**config.mk**
```make
export PLATFORM = sky130hd
export DESIGN_NAME = wind_frame_parser_statistics
export DESIGN_NICKNAME = d
export VERILOG_FILES = /design/src/hdl/fwp_pkg.sv /design/src/hdl/fwp_store.sv /design/src/hdl/fwp_stats.sv /design/src/hdl/wind_frame_parser_statistics.sv
export SDC_FILE = /design/constraint.sdc
export NUM_CORES = 2
export LEC_CHECK = 0
export ABC_CLOCK_PERIOD_IN_PS = 12100
export BUFFER_PORTS_ARGS = -buffer_cell sky130_fd_sc_hd__clkbuf_2
export CORE_ASPECT_RATIO = 0.9
export CORE_MARGIN = 2
export CORE_UTILIZATION = 30
export DETAILED_ROUTE_END_ITERATION = 16
export GPL_TIMING_DRIVEN = 1
export SLEW_MARGIN = 40
export SYNTH_ARGS = -nofsm -noshare
export SYNTH_HDL_FRONTEND = slang
export SYNTH_SLANG_ARGS = --single-unit
```
**constraint.sdc**
```tcl
create_clock -name clk -period 12.1 [get_ports clk]
set_clock_uncertainty 0.05 [all_clocks]
set_input_delay 1.21 -clock clk [delete_from_list [all_inputs] [get_ports clk]]
set_output_delay 1.21 -clock clk [all_outputs]
set_load 0.03 [all_outputs]
```
**src/hdl/fwp_pkg.sv**
```systemverilog
`timescale 1ns / 1ps
package fwp_pkg;

  localparam int PAYLOAD_DEPTH = 32;
  localparam int ADDR_W = $clog2(PAYLOAD_DEPTH);

  // Scan positions: start at 3, at most 15 steps to '=', one past it,
  // six copied characters, the '.', and one more digit: 26 at most.
  localparam int SCAN_START = 3;
  localparam int STEP_LIMIT = 15;
  localparam int COPY_LIMIT = 6;
  localparam int POS_MAX = SCAN_START + STEP_LIMIT + COPY_LIMIT + 2;
  localparam int POS_W = $clog2(POS_MAX + 1);
  localparam int STEP_W = $clog2(STEP_LIMIT + 1);
  localparam int COPY_W = $clog2(COPY_LIMIT + 1);

  localparam logic [7:0] CH_ZERO  = 8'h30;
  localparam logic [7:0] CH_R     = 8'h72;
  localparam logic [7:0] CH_ONE   = 8'h31;
  localparam logic [7:0] CH_COMMA = 8'h2C;
  localparam logic [7:0] CH_CR    = 8'h0D;
  localparam logic [7:0] CH_LF    = 8'h0A;
  localparam logic [7:0] CH_EQUAL = 8'h3D;
  localparam logic [7:0] CH_DOT   = 8'h2E;
  localparam logic [7:0] CH_PLUS  = 8'h2B;
  localparam logic [7:0] CH_MINUS = 8'h2D;
  localparam logic [7:0] CH_NINE  = 8'h39;
  localparam logic [7:0] CH_TAB   = 8'h09;
  localparam logic [7:0] CH_SPACE = 8'h20;

  localparam logic ACT_RECEIVE = 1'b0;
  localparam logic ACT_CLEAR   = 1'b1;

  typedef struct packed {
    logic       action;
    logic [7:0] rx_byte;
    logic       framing_error;
    logic       sync_error;
  } item_t;

  typedef struct packed {
    logic               sample_done;
    logic signed [15:0] speed_tenths;
    logic signed [31:0] speed_total;
    logic [31:0]        square_total;
    logic signed [31:0] cube_total;
    logic signed [15:0] speed_peak;
    logic [15:0]        sample_count;
  } result_t;

  typedef struct packed {
    logic signed [15:0] last_speed;
    logic [31:0]        speed_accum;
    logic [31:0]        square_accum;
    logic [31:0]        cube_accum;
    logic signed [15:0] peak_speed;
    logic [15:0]        samples_seen;
  } stats_t;

  typedef struct packed {
    logic clear;
    logic start;
  } stats_ctl_t;

endpackage

```
**src/hdl/fwp_store.sv**
```systemverilog
`timescale 1ns / 1ps
module fwp_store (
  input  logic                       clk,
  input  logic                       rst,
  input  logic                       wr_en,
  input  logic [fwp_pkg::ADDR_W-1:0] wr_addr,
  input  logic [7:0]                 wr_data,
  input  logic                       rd_en,
  input  logic [fwp_pkg::POS_W-1:0]  rd_pos,
  output logic [7:0]                 rd_data
);

  logic [7:0] mem [fwp_pkg::PAYLOAD_DEPTH];
  logic [fwp_pkg::PAYLOAD_DEPTH-1:0] written;
  logic [fwp_pkg::ADDR_W-1:0] rd_idx;
  logic in_range;
  logic [7:0] rd_q;
  logic rd_ok;

  assign rd_idx   = fwp_pkg::ADDR_W'(rd_pos);
  assign in_range = int'(rd_pos) < fwp_pkg::PAYLOAD_DEPTH;

  always_ff @(posedge clk) begin
    if (wr_en) begin
      mem[wr_addr] <= wr_data;
    end
    if (rd_en) begin
      rd_q <= mem[rd_idx];
    end
  end

  // Entries never written since reset, and positions past the end, read as zero.
  always_ff @(posedge clk) begin
    if (rst) begin
      written <= '0;
      rd_ok   <= 1'b0;
    end else begin
      if (wr_en) begin
        written[wr_addr] <= 1'b1;
      end
      if (rd_en) begin
        rd_ok <= in_range && written[rd_idx];
      end
    end
  end

  assign rd_data = rd_ok ? rd_q : 8'h00;

endmodule

```
**src/hdl/fwp_stats.sv**
```systemverilog
`timescale 1ns / 1ps
module fwp_stats (
  input  logic                clk,
  input  logic                rst,
  input  fwp_pkg::stats_ctl_t ctl,
  input  logic signed [15:0]  speed,
  output logic                busy,
  output logic                done,
  output fwp_pkg::stats_t     stats
);

  typedef enum logic [1:0] {
    T_IDLE,
    T_SQUARE,
    T_CUBE
  } tstate_t;

  tstate_t st;
  logic [31:0] s32;
  logic [31:0] sq;
  logic [31:0] mul_a;
  logic [31:0] product;

  // One multiplier serves both the square and the cube.
  assign mul_a   = (st == T_CUBE) ? sq : s32;
  assign product = mul_a * s32;
  assign busy    = (st != T_IDLE);
  assign done    = (st == T_CUBE);

  always_ff @(posedge clk) begin
    if (rst) begin
      st    <= T_IDLE;
      stats <= '0;
    end else begin
      unique case (st)
        T_IDLE: begin
          if (ctl.clear) begin
            stats <= '0;
          end else if (ctl.start) begin
            s32 <= 32'(speed);
            st  <= T_SQUARE;
          end
        end
        T_SQUARE: begin
          sq                 <= product;
          stats.last_speed   <= s32[15:0];
          stats.speed_accum  <= stats.speed_accum + s32;
          stats.square_accum <= stats.square_accum + product;
          if (stats.samples_seen == 16'd0 || $signed(s32[15:0]) > stats.peak_speed) begin
            stats.peak_speed <= s32[15:0];
          end
          stats.samples_seen <= stats.samples_seen + 16'd1;
          st                 <= T_CUBE;
        end
        T_CUBE: begin
          stats.cube_accum <= stats.cube_accum + product;
          st               <= T_IDLE;
        end
        default: begin
          st <= T_IDLE;
        end
      endcase
    end
  end

endmodule

```
**src/hdl/wind_frame_parser_statistics.sv**
```systemverilog
`timescale 1ns / 1ps
// Wind sensor frame parser with speed statistics.
// The item channel (item_valid, item_ready, item) carries one received byte
// with its framing and sync flags, or a clear of all statistics. The result
// channel (result_valid, result_ready, result) returns exactly one transfer
// per item: the current statistics and a flag telling whether this byte
// closed a frame and produced a new sample.
// An ordinary byte or a clear moves the sequencer to S_RESULT, which loads
// the result register; no new item is taken before that. The LF that
// closes a frame starts a walk over the payload store through its single
// registered read port: up to 16 reads looking for '=', up to 7 reads
// copying the speed text, and one last read, followed by the square and
// the cube in the shared multiplier, and then by the load of its result.
// Only one item is in work at a time; item_ready is high while the
// sequencer is idle, also while a finished result waits for the receiver.
// A stalled receiver holds the result register, and the next item's result
// waits inside the block until that register is free.
// Reset clears the parser, the statistics and the store (through per-entry
// valid bits).
module wind_frame_parser_statistics (
  input  logic             clk,
  input  logic             rst,
  input  logic             item_valid,
  output logic             item_ready,
  input  fwp_pkg::item_t   item,
  output logic             result_valid,
  input  logic             result_ready,
  output fwp_pkg::result_t result
);

  typedef enum logic [2:0] {
    P_WAIT_ZERO,
    P_WAIT_R,
    P_WAIT_ONE,
    P_WAIT_COMMA,
    P_BODY,
    P_WAIT_LF
  } pstate_t;

  typedef enum logic [3:0] {
    S_IDLE,
    S_EQ_RD,
    S_EQ_CHK,
    S_CP_RD,
    S_CP_CHK,
    S_LAST_RD,
    S_LAST_CHK,
    S_STATS,
    S_RESULT
  } sstate_t;

  typedef enum logic [1:0] {
    A_SKIP,
    A_DIGITS,
    A_STOP
  } astate_t;

  pstate_t pst, pst_next;
  sstate_t st;
  astate_t aph, aph_f;

  logic [fwp_pkg::ADDR_W-1:0] widx, widx_next;
  logic [fwp_pkg::POS_W-1:0]  pos;
  logic [fwp_pkg::STEP_W-1:0] steps;
  logic [fwp_pkg::COPY_W-1:0] ncopy;
  logic [15:0] acc, acc_f;
  logic        neg, neg_f;
  logic        sample_flag;

  logic        accept;
  logic        rx_active;
  logic        frame_end;
  logic        wr_en;
  logic        rd_en;
  logic [7:0]  rd_data;
  logic        is_digit;
  logic        is_blank;
  logic [15:0] digit;
  logic [15:0] speed_val;

  fwp_pkg::stats_ctl_t stats_ctl;
  fwp_pkg::stats_t     stats;
  logic                stats_busy;
  logic                stats_done;

  assign accept    = item_valid && item_ready;
  assign item_ready = (st == S_IDLE);
  assign rx_active = accept && (item.action == fwp_pkg::ACT_RECEIVE) && !item.sync_error;

  // Parser transition for one received byte.
  always_comb begin
    pst_next  = pst;
    widx_next = widx;
    frame_end = 1'b0;
    wr_en     = 1'b0;
    unique case (pst)
      P_WAIT_ZERO: begin
        if (item.rx_byte == fwp_pkg::CH_ZERO) pst_next = P_WAIT_R;
      end
      P_WAIT_R: begin
        pst_next = (item.rx_byte == fwp_pkg::CH_R) ? P_WAIT_ONE : P_WAIT_ZERO;
        if (item.rx_byte != fwp_pkg::CH_R) widx_next = '0;
      end
      P_WAIT_ONE: begin
        pst_next = (item.rx_byte == fwp_pkg::CH_ONE) ? P_WAIT_COMMA : P_WAIT_ZERO;
        if (item.rx_byte != fwp_pkg::CH_ONE) widx_next = '0;
      end
      P_WAIT_COMMA: begin
        pst_next = (item.rx_byte == fwp_pkg::CH_COMMA) ? P_BODY : P_WAIT_ZERO;
        if (item.rx_byte != fwp_pkg::CH_COMMA) widx_next = '0;
      end
      P_BODY: begin
        if (item.rx_byte == fwp_pkg::CH_CR) begin
          pst_next = P_WAIT_LF;
        end else begin
          wr_en = rx_active;
          // Filling the last entry overflows the buffer and restarts the parser.
          if (widx == fwp_pkg::ADDR_W'(fwp_pkg::PAYLOAD_DEPTH - 1)) begin
            pst_next  = P_WAIT_ZERO;
            widx_next = '0;
          end else begin
            widx_next = widx + 1'b1;
          end
        end
      end
      P_WAIT_LF: begin
        frame_end = (item.rx_byte == fwp_pkg::CH_LF);
        pst_next  = P_WAIT_ZERO;
        widx_next = '0;
      end
      default: begin
        pst_next  = P_WAIT_ZERO;
        widx_next = '0;
      end
    endcase
    if (item.framing_error) begin
      pst_next  = P_WAIT_ZERO;
      widx_next = '0;
    end
  end

  // Streaming text-to-number conversion, one character per call.
  assign is_digit = (rd_data >= fwp_pkg::CH_ZERO) && (rd_data <= fwp_pkg::CH_NINE);
  assign is_blank = (rd_data == fwp_pkg::CH_SPACE) ||
                    ((rd_data >= fwp_pkg::CH_TAB) && (rd_data <= fwp_pkg::CH_CR));
  assign digit    = {12'h000, rd_data[3:0]};

  always_comb begin
    aph_f = aph;
    acc_f = acc;
    neg_f = neg;
    unique case (aph)
      A_SKIP: begin
        if (is_blank) begin
          aph_f = A_SKIP;
        end else if (rd_data == fwp_pkg::CH_PLUS) begin
          aph_f = A_DIGITS;
        end else if (rd_data == fwp_pkg::CH_MINUS) begin
          aph_f = A_DIGITS;
          neg_f = 1'b1;
        end else if (is_digit) begin
          aph_f = A_DIGITS;
          acc_f = digit;
        end else begin
          aph_f = A_STOP;
        end
      end
      A_DIGITS: begin
        if (is_digit) begin
          acc_f = (acc << 3) + (acc << 1) + digit;
        end else begin
          aph_f = A_STOP;
        end
      end
      A_STOP: begin
        aph_f = A_STOP;
      end
      default: begin
        aph_f = A_STOP;
      end
    endcase
  end

  assign speed_val = neg_f ? (16'd0 - acc_f) : acc_f;

  assign rd_en = (st == S_EQ_RD) || (st == S_CP_RD) || (st == S_LAST_RD);

  assign stats_ctl.clear = accept && (item.action == fwp_pkg::ACT_CLEAR);
  assign stats_ctl.start = (st == S_LAST_CHK);

  fwp_store u_store (
    .clk     (clk),
    .rst     (rst),
    .wr_en   (wr_en),
    .wr_addr (widx),
    .wr_data (item.rx_byte),
    .rd_en   (rd_en),
    .rd_pos  (pos),
    .rd_data (rd_data)
  );

  fwp_stats u_stats (
    .clk   (clk),
    .rst   (rst),
    .ctl   (stats_ctl),
    .speed (speed_val),
    .busy  (stats_busy),
    .done  (stats_done),
    .stats (stats)
  );

  always_ff @(posedge clk) begin
    if (rst) begin
      pst          <= P_WAIT_ZERO;
      widx         <= '0;
      st           <= S_IDLE;
      sample_flag  <= 1'b0;
      result_valid <= 1'b0;
    end else begin
      // In S_RESULT the result register is either reloaded or left waiting.
      if (st != S_RESULT && result_valid && result_ready) begin
        result_valid <= 1'b0;
      end
      unique case (st)
        S_IDLE: begin
          if (accept) begin
            sample_flag <= 1'b0;
            st          <= S_RESULT;
            if (rx_active) begin
              pst  <= pst_next;
              widx <= widx_next;
              if (frame_end && !item.framing_error) begin
                sample_flag <= 1'b1;
                pos         <= fwp_pkg::POS_W'(fwp_pkg::SCAN_START);
                steps       <= '0;
                st          <= S_EQ_RD;
              end
            end
          end
        end
        S_EQ_RD: begin
          st <= S_EQ_CHK;
        end
        S_EQ_CHK: begin
          pos <= pos + 1'b1;
          if (rd_data == fwp_pkg::CH_EQUAL ||
              steps == fwp_pkg::STEP_W'(fwp_pkg::STEP_LIMIT)) begin
            ncopy <= '0;
            aph   <= A_SKIP;
            acc   <= '0;
            neg   <= 1'b0;
            st    <= S_CP_RD;
          end else begin
            steps <= steps + 1'b1;
            st    <= S_EQ_RD;
          end
        end
        S_CP_RD: begin
          st <= S_CP_CHK;
        end
        S_CP_CHK: begin
          pos <= pos + 1'b1;
          if (rd_data == fwp_pkg::CH_DOT ||
              ncopy == fwp_pkg::COPY_W'(fwp_pkg::COPY_LIMIT)) begin
            st <= S_LAST_RD;
          end else begin
            aph   <= aph_f;
            acc   <= acc_f;
            neg   <= neg_f;
            ncopy <= ncopy + 1'b1;
            st    <= S_CP_RD;
          end
        end
        S_LAST_RD: begin
          st <= S_LAST_CHK;
        end
        S_LAST_CHK: begin
          st <= S_STATS;
        end
        S_STATS: begin
          if (stats_done) begin
            st <= S_RESULT;
          end
        end
        S_RESULT: begin
          if (!result_valid || result_ready) begin
            result_valid        <= 1'b1;
            result.sample_done  <= sample_flag;
            result.speed_tenths <= stats.last_speed;
            result.speed_total  <= stats.speed_accum;
            result.square_total <= stats.square_accum;
            result.cube_total   <= stats.cube_accum;
            result.speed_peak   <= stats.peak_speed;
            result.sample_count <= stats.samples_seen;
            st                  <= S_IDLE;
          end
        end
        default: begin
          st <= S_IDLE;
        end
      endcase
    end
  end

  // The scan never walks past the last position a frame can reach.
  assert property (@(posedge clk) disable iff (rst)
    st != S_IDLE |-> int'(pos) <= fwp_pkg::POS_MAX)
    else $error("scan position beyond its bound");

  // At most six characters are copied before the digit after the point.
  assert property (@(posedge clk) disable iff (rst)
    int'(ncopy) <= fwp_pkg::COPY_LIMIT || st == S_IDLE || st == S_EQ_RD || st == S_EQ_CHK)
    else $error("copy count beyond its bound");

  // No item is taken while the multiplier is still working on a sample.
  assert property (@(posedge clk) disable iff (rst)
    accept |-> !stats_busy)
    else $error("item accepted while statistics unit is busy");

  // A result that reports a new sample is loaded only after the statistics update.
  assert property (@(posedge clk) disable iff (rst)
    (st == S_RESULT && sample_flag) |-> $past(st == S_STATS) || $past(st == S_RESULT))
    else $error("sample result loaded without a statistics update");

endmodule
```
* Yosys cells after proc, flatten, opt, wreduce, memory -nomap -nowiden
Memories as Yosys holds them, arrays and structs flattened. A register that Yosys moved wholly into a read port is not among the register bits. Index checks and enable logic that the tools add are counted.
Storage, ports and cells: bits in registers 417, latch bits 0, RAM bits 256, memory bits (read-only) 0, input bits 15, memories kept 1
Cells by class: add/sub/neg operators 11, $mul 1, div/mod/pow operators 0, order comparisons 8, eq/ne operators 54, shifts and indexed selects 0, muxes and demuxes 85, bitwise logic cells 4, reductions and logical operators 46
Memory list:
- u_store.mem | words 32, bits a word 8, read ports 1, clocked after memory_dff 1, write ports 1, line fwp_store.sv:13 | logic [7:0] mem [fwp_pkg::PAYLOAD_DEPTH];
Operators by type and width (number):
- 80-bit case mux with 2 select lines | 1
- 144-bit 2-to-1 mux | 1
- 16-bit 2-to-1 mux | 9
- 32-bit case mux with 2 select lines | 2
- 32-bit adder | 3
- 8-bit by 6-bit equality test with 1-bit output, second input constant | 8
- 16-bit case mux with 2 select lines | 2
- 5-bit 2-to-1 mux | 9
- 4-bit 2-to-1 mux | 9
- 4-bit case mux with 9 select lines | 1
- 32-bit by 16-bit multiplier with 32-bit output | 1
- 32-bit 2-to-1 mux | 1
- 32-bit bitwise OR | 1
- 5-bit case mux with 5 select lines | 1
- 2-bit 2-to-1 mux | 12
- 3-bit 2-to-1 mux | 8
- 1-bit 2-to-1 mux | 18
- 2-bit != test, second input constant | 9
- 3-bit != test, second input constant | 6
- 16-bit by 1-bit adder with 16-bit output, second input constant | 1
- 16-bit adder | 1
- 16-bit by 4-bit adder with 16-bit output | 1
- 4-bit by 3-bit equality test with 1-bit output, second input constant | 4
- 8-bit by 4-bit equality test with 1-bit output, second input constant | 2
- 50 further kinds | 98

* Longest topological paths before layout
depth after elaboration 10, mapped depth 40, mapped depth without buffers 36

* Modules after synthesis
A second synthesis with hierarchy kept.
Unflattened totals: cells, all modules 3934, area total of the unflattened synthesis 43506.7 um2
Modules (own cells, without submodules):
- fwp_stats | times used 1, cells each 2774, area each 23802.8 um2, sequential area each 4364.2 um2
- fwp_store | times used 1, cells each 570, area each 11418.5 um2, sequential area each 8588.2 um2
- wind_frame_parser_statistics | times used 1, cells each 590, area each 8285.4 um2, sequential area each 5565.3 um2

* Worst setup path before layout
No wires, ideal clock.
path type input-to-reg, start input rst, end register result[0] (netlist bit), enable pin, library setup time 857 ps, arrival 12263 ps, path slack -1070 ps, stages on the path 4, buffers on the path 3, cells stage by stage clkbuf_1 -> buf_6 -> clkbuf_1 -> nor3b_1
Between the ends: longest elaborated chain between the ends 2
Ends and longest elaborated chain:
- start, declared | line wind_frame_parser_statistics.sv:22 | input logic rst,
- 1-bit NOT (no line)
- 3-bit AND reduction (no line)
- end, declared | line wind_frame_parser_statistics.sv:28 | output fwp_pkg::result_t result
No other way between the ends. A chain may end at the register's enable or synchronous reset.

* Worst setup path in the final report
start register u_stats.st[1], end register, netlist name u_stats.stats[60]
Between the ends: longest elaborated chain between the ends 5, elaborated cells on any way between the ends 9, classes of those cells add/sub (1); mul (1); eq/ne (2); mux (2); reduce/logical (3)
Ends and longest elaborated chain:
- start, declared | line fwp_stats.sv:18 | tstate_t st;
- start signal, assigned | line fwp_stats.sv:32 | st <= T_IDLE;
- start signal, assigned | line fwp_stats.sv:41 | st <= T_SQUARE;
- start signal, assigned | line fwp_stats.sv:53 | st <= T_CUBE;
- 2-bit equality test | line fwp_stats.sv:25 | assign mul_a = (st == T_CUBE) ? sq : s32;
- 32-bit 2-to-1 mux | line fwp_stats.sv:25
- 32-bit by 16-bit multiplier with 32-bit output | line fwp_stats.sv:26 | assign product = mul_a * s32;
- named net u_stats.product[15] | line fwp_stats.sv:22 | logic [31:0] product;
- 32-bit adder | line fwp_stats.sv:56 | stats.cube_accum <= stats.cube_accum + product;
- 32-bit case mux with 2 select lines | line fwp_stats.sv:35 | unique case (st)
The timed path passes the listed nets, and every way through them passes these cells.

==> flow_metrics.py <==
metrics = {
    "clock_network": {
        "cts_tree": "yes",
        "cts_hold_buf": 0,
        "clk_latency_ps": 740,
        "cts_setup_buffers": 0,
        "cts_buffers": 78,
        "clock_path_buffers": 3,
        "cts_sinks": 681,
        "cts_root_buffer": "clkbuf_16",
        "h-tree-depth": 3,
        "post_cts_resized": 0,
        "clk_pin_slew_ps": 60,
    },
    "final_layout": {
        "seqCellArea_sq_mm": 0.0185,
        "fillers": 14200,
        "fin_area_sq_mm": 0.0490,
        "mostFrequentLayoutCells": "488 x edfxtp_1, 449 x inv_1, 372 x nand2_1",
        "syn_to_final_growth_pct": 13.3,
        "multi_input_area_sq_mm": 0.0224,
        "final_common_cell": "edfxtp_1",
        "nets": 4566,
        "drive_gt1_share_pct": 12.8,
    },
    "timing": {
        "rsz0062_at_grt": "no",
        "tightest_slew_ps": 823,
        "fin_crit_sh_pct": 84.5,
        "min_period_ps": 10220,
        "fmax_mhz": 97.8,
        "finalSetupViolCount": 0,
        "relSlewSlack_pct": 44.9,
        "maxSlewViolCount": 0,
        "hold_violations": 0,
        "fin_ws_ps": 1880,
        "fin_tns_setup_ps": 0,
    },
    "floorplanning": {
        "start_util_pct": 30.1,
        "die_h_microns": 364,
        "dieArea_sq_mm": 0.147,
        "core-area_sq_mm": 0.144,
        "die_w_microns": 404,
        "row_count": 132,
        "boundaryPins": 162,
    },
    "synthesis": {
        "synth-seq-cells": 681,
        "synth_area_leaders": "edfxtp_1 34%, fa_1 14%, dfxtp_1 8.9%",
        "postSynthAreaPerCell_sq_um": 11.1,
        "synth_nets": 4448,
        "async_reset_ff_share_pct": 0,
        "synth_flop_cell": "edfxtp_1",
        "yosys_warnings": 0,
        "synth_top_area_cell": "edfxtp_1",
        "ys_seq_area_share_pct": 42.9,
        "netlist.area_leader.share_pct": 33.9,
        "syn_area_sq_mm": 0.0432,
        "synth_edf_count": 488,
        "syn_inst": 3884,
        "synthDistinctLibCells": 83,
    },
    "drt": {
        "dr_total_vias": 29400,
        "drt_iter0_markers": 2330,
        "via_per_inst": 4.95,
        "dr.pass1.iters": 5,
        "remaining_drc_errors": 0,
        "postRouteAntennaNets": 0,
        "detail_route.wirelength_microns": 118000,
        "routedWlPerCell_microns": 19.9,
    },
    "placed_design": {
        "place_congestion": 0.905,
        "pre_cts_slack_ps": 2030,
        "placed_cell_area_sq_mm": 0.0461,
        "dpl.hpwl_microns": 84600,
        "port_buffers": 161,
    },
    "setup_path": {
        "arrival_ps": 10760,
        "crit_top_cell": "fa_1",
        "slowest_stage": "nor2b_4",
        "slowest_delay_ps": 730,
        "critPathLaunchType": "register",
        "crit_required_ps": 12640,
        "crit_type": "reg2reg",
        "end_kind": "register",
        "crit_fanout": 26,
    },
    "pwr": {
        "power_leakage_nw": 19.6,
        "power.density_mw_per_mm2": 104,
        "power_mw": 5.11,
        "irDropWorstVdd_v": 0.000126,
    },
    "run_status": {
        "status": "complete, no violations",
    },
    "global_route": {
        "antenna_found_initial": 4,
        "grt_usage_pct": 16.1,
        "grt_pass1_wl_microns": 181000,
        "grt-ovfl-total": 0,
        "grt_max_degree": 71,
        "grt_pass1_vias": 29400,
    },
    "run": {
        "max_cap_viol_count": 0,
    },
    "worst_hold_path": {
        "hp-class": "reg2reg",
    },
}
power by group:
group	internal, mW	switching (mW)
clock network	1.44	1.06
logic	0.0157	0.0831
registers	2.50	0.00645
routing by layer:
layer / track usage (%) / wire [microns]
met5: 0 / 0
met4: 4.41 / 2920
met3: 2.79 / 7150
met2: 25.5 / 53800
met1: 22.5 / 54300
worst max-delay path, delay by kind of cell, from the launching register on:
| family | cells | cell delay, ps |
|---|---|---|
| buf+inv | 4 | 540 |
| xor+xnor | 1 | 340 |
| flops | 1 | 440 |
| compound gates | 8 | 1770 |
| fa+ha+maj | 8 | 3760 |
| simple gates | 11 | 3180 |
cells by family after synthesis:
logic type,share of synthesized area (%)
DFF,42.9
muxes,5.74
and+or+nand+nor,12.1
xor gates and xnor gates,3.31
buffers and inverters,5.55
adders and majority gates,21.3
AOI/OAI and AO/OA,9.16
Yosys cell counts (7+ instances only):
cell	count
a211oi_1	18
a21o_1	70
a21oi_1	185
a22o_1	22
a22oi_1	60
a31oi_1	27
and2_1	127
and3_1	22
buf_1	23
clkbuf_1	138
dfxtp_1	193
edfxtp_1	488
fa_1	309
ha_1	240
inv_1	449
mux2_2	18
mux2i_1	24
mux4_2	90
nand2_1	372
nand2b_1	22
nand3_1	89
nand3b_1	10
nand4_1	12
nor2_1	349
nor2b_1	40
nor3_1	36
o211ai_1	10
o21a_1	43
o21ai_0	71
o21ai_1	7
o21ba_2	10
o21bai_1	19
or3_1	20
xnor2_1	114
xor2_1	45
flip-flops by register name (all words and copies together), names as in the netlist, 2 cells and up:
name and flops:
widx 5, st 4, u_stats.s32 16, pos 5
u_stats.stats 144, ncopy 3, u_store.rd_q 8, acc 16
steps 4, u_stats.st 2, result 145, u_stats.sq 32
u_store.written 32, pst 3, u_store.mem 256, aph 2
area by class of cell:
class	count	share of cell area, %
Inverter	450	3.45
Clock buffer	99	4.23
Antenna cell	1	0.00511
Multi-Input combinational cell	2582	45.8
Sequential cell	681	37.8
Clock inverter	46	1.39
Tap cell	1876	4.79
Timing Repair Buffer	209	2.47
final timing paths:
kind | from | end | slack (ps) | cells after the start
max | u_stats.st[1] | u_stats.stats[60] | 1880 | 32
max reg2reg | u_stats.st[1] | u_stats.stats[60] | 1880 | 32
min | u_stats.stats[130] | result[130] | 380 | 0
min reg2reg | u_stats.stats[130] | result[130] | 380 | 0
metrics by stage:
| stage | instances | hold WS, ps | util (%) |
|---|---|---|---|
| floorplan | 3884 | 358 | - |
| detailed placement | 5797 | 367 | 32.1 |
| finish | 5944 | 381 | 34.1 |
| global placement | 5796 | 368 | 32.1 |
| global route | 5943 | 389 | 34.1 |
| CTS | 5942 | 383 | 34.1 |
(Power assumes the default switching activity.)
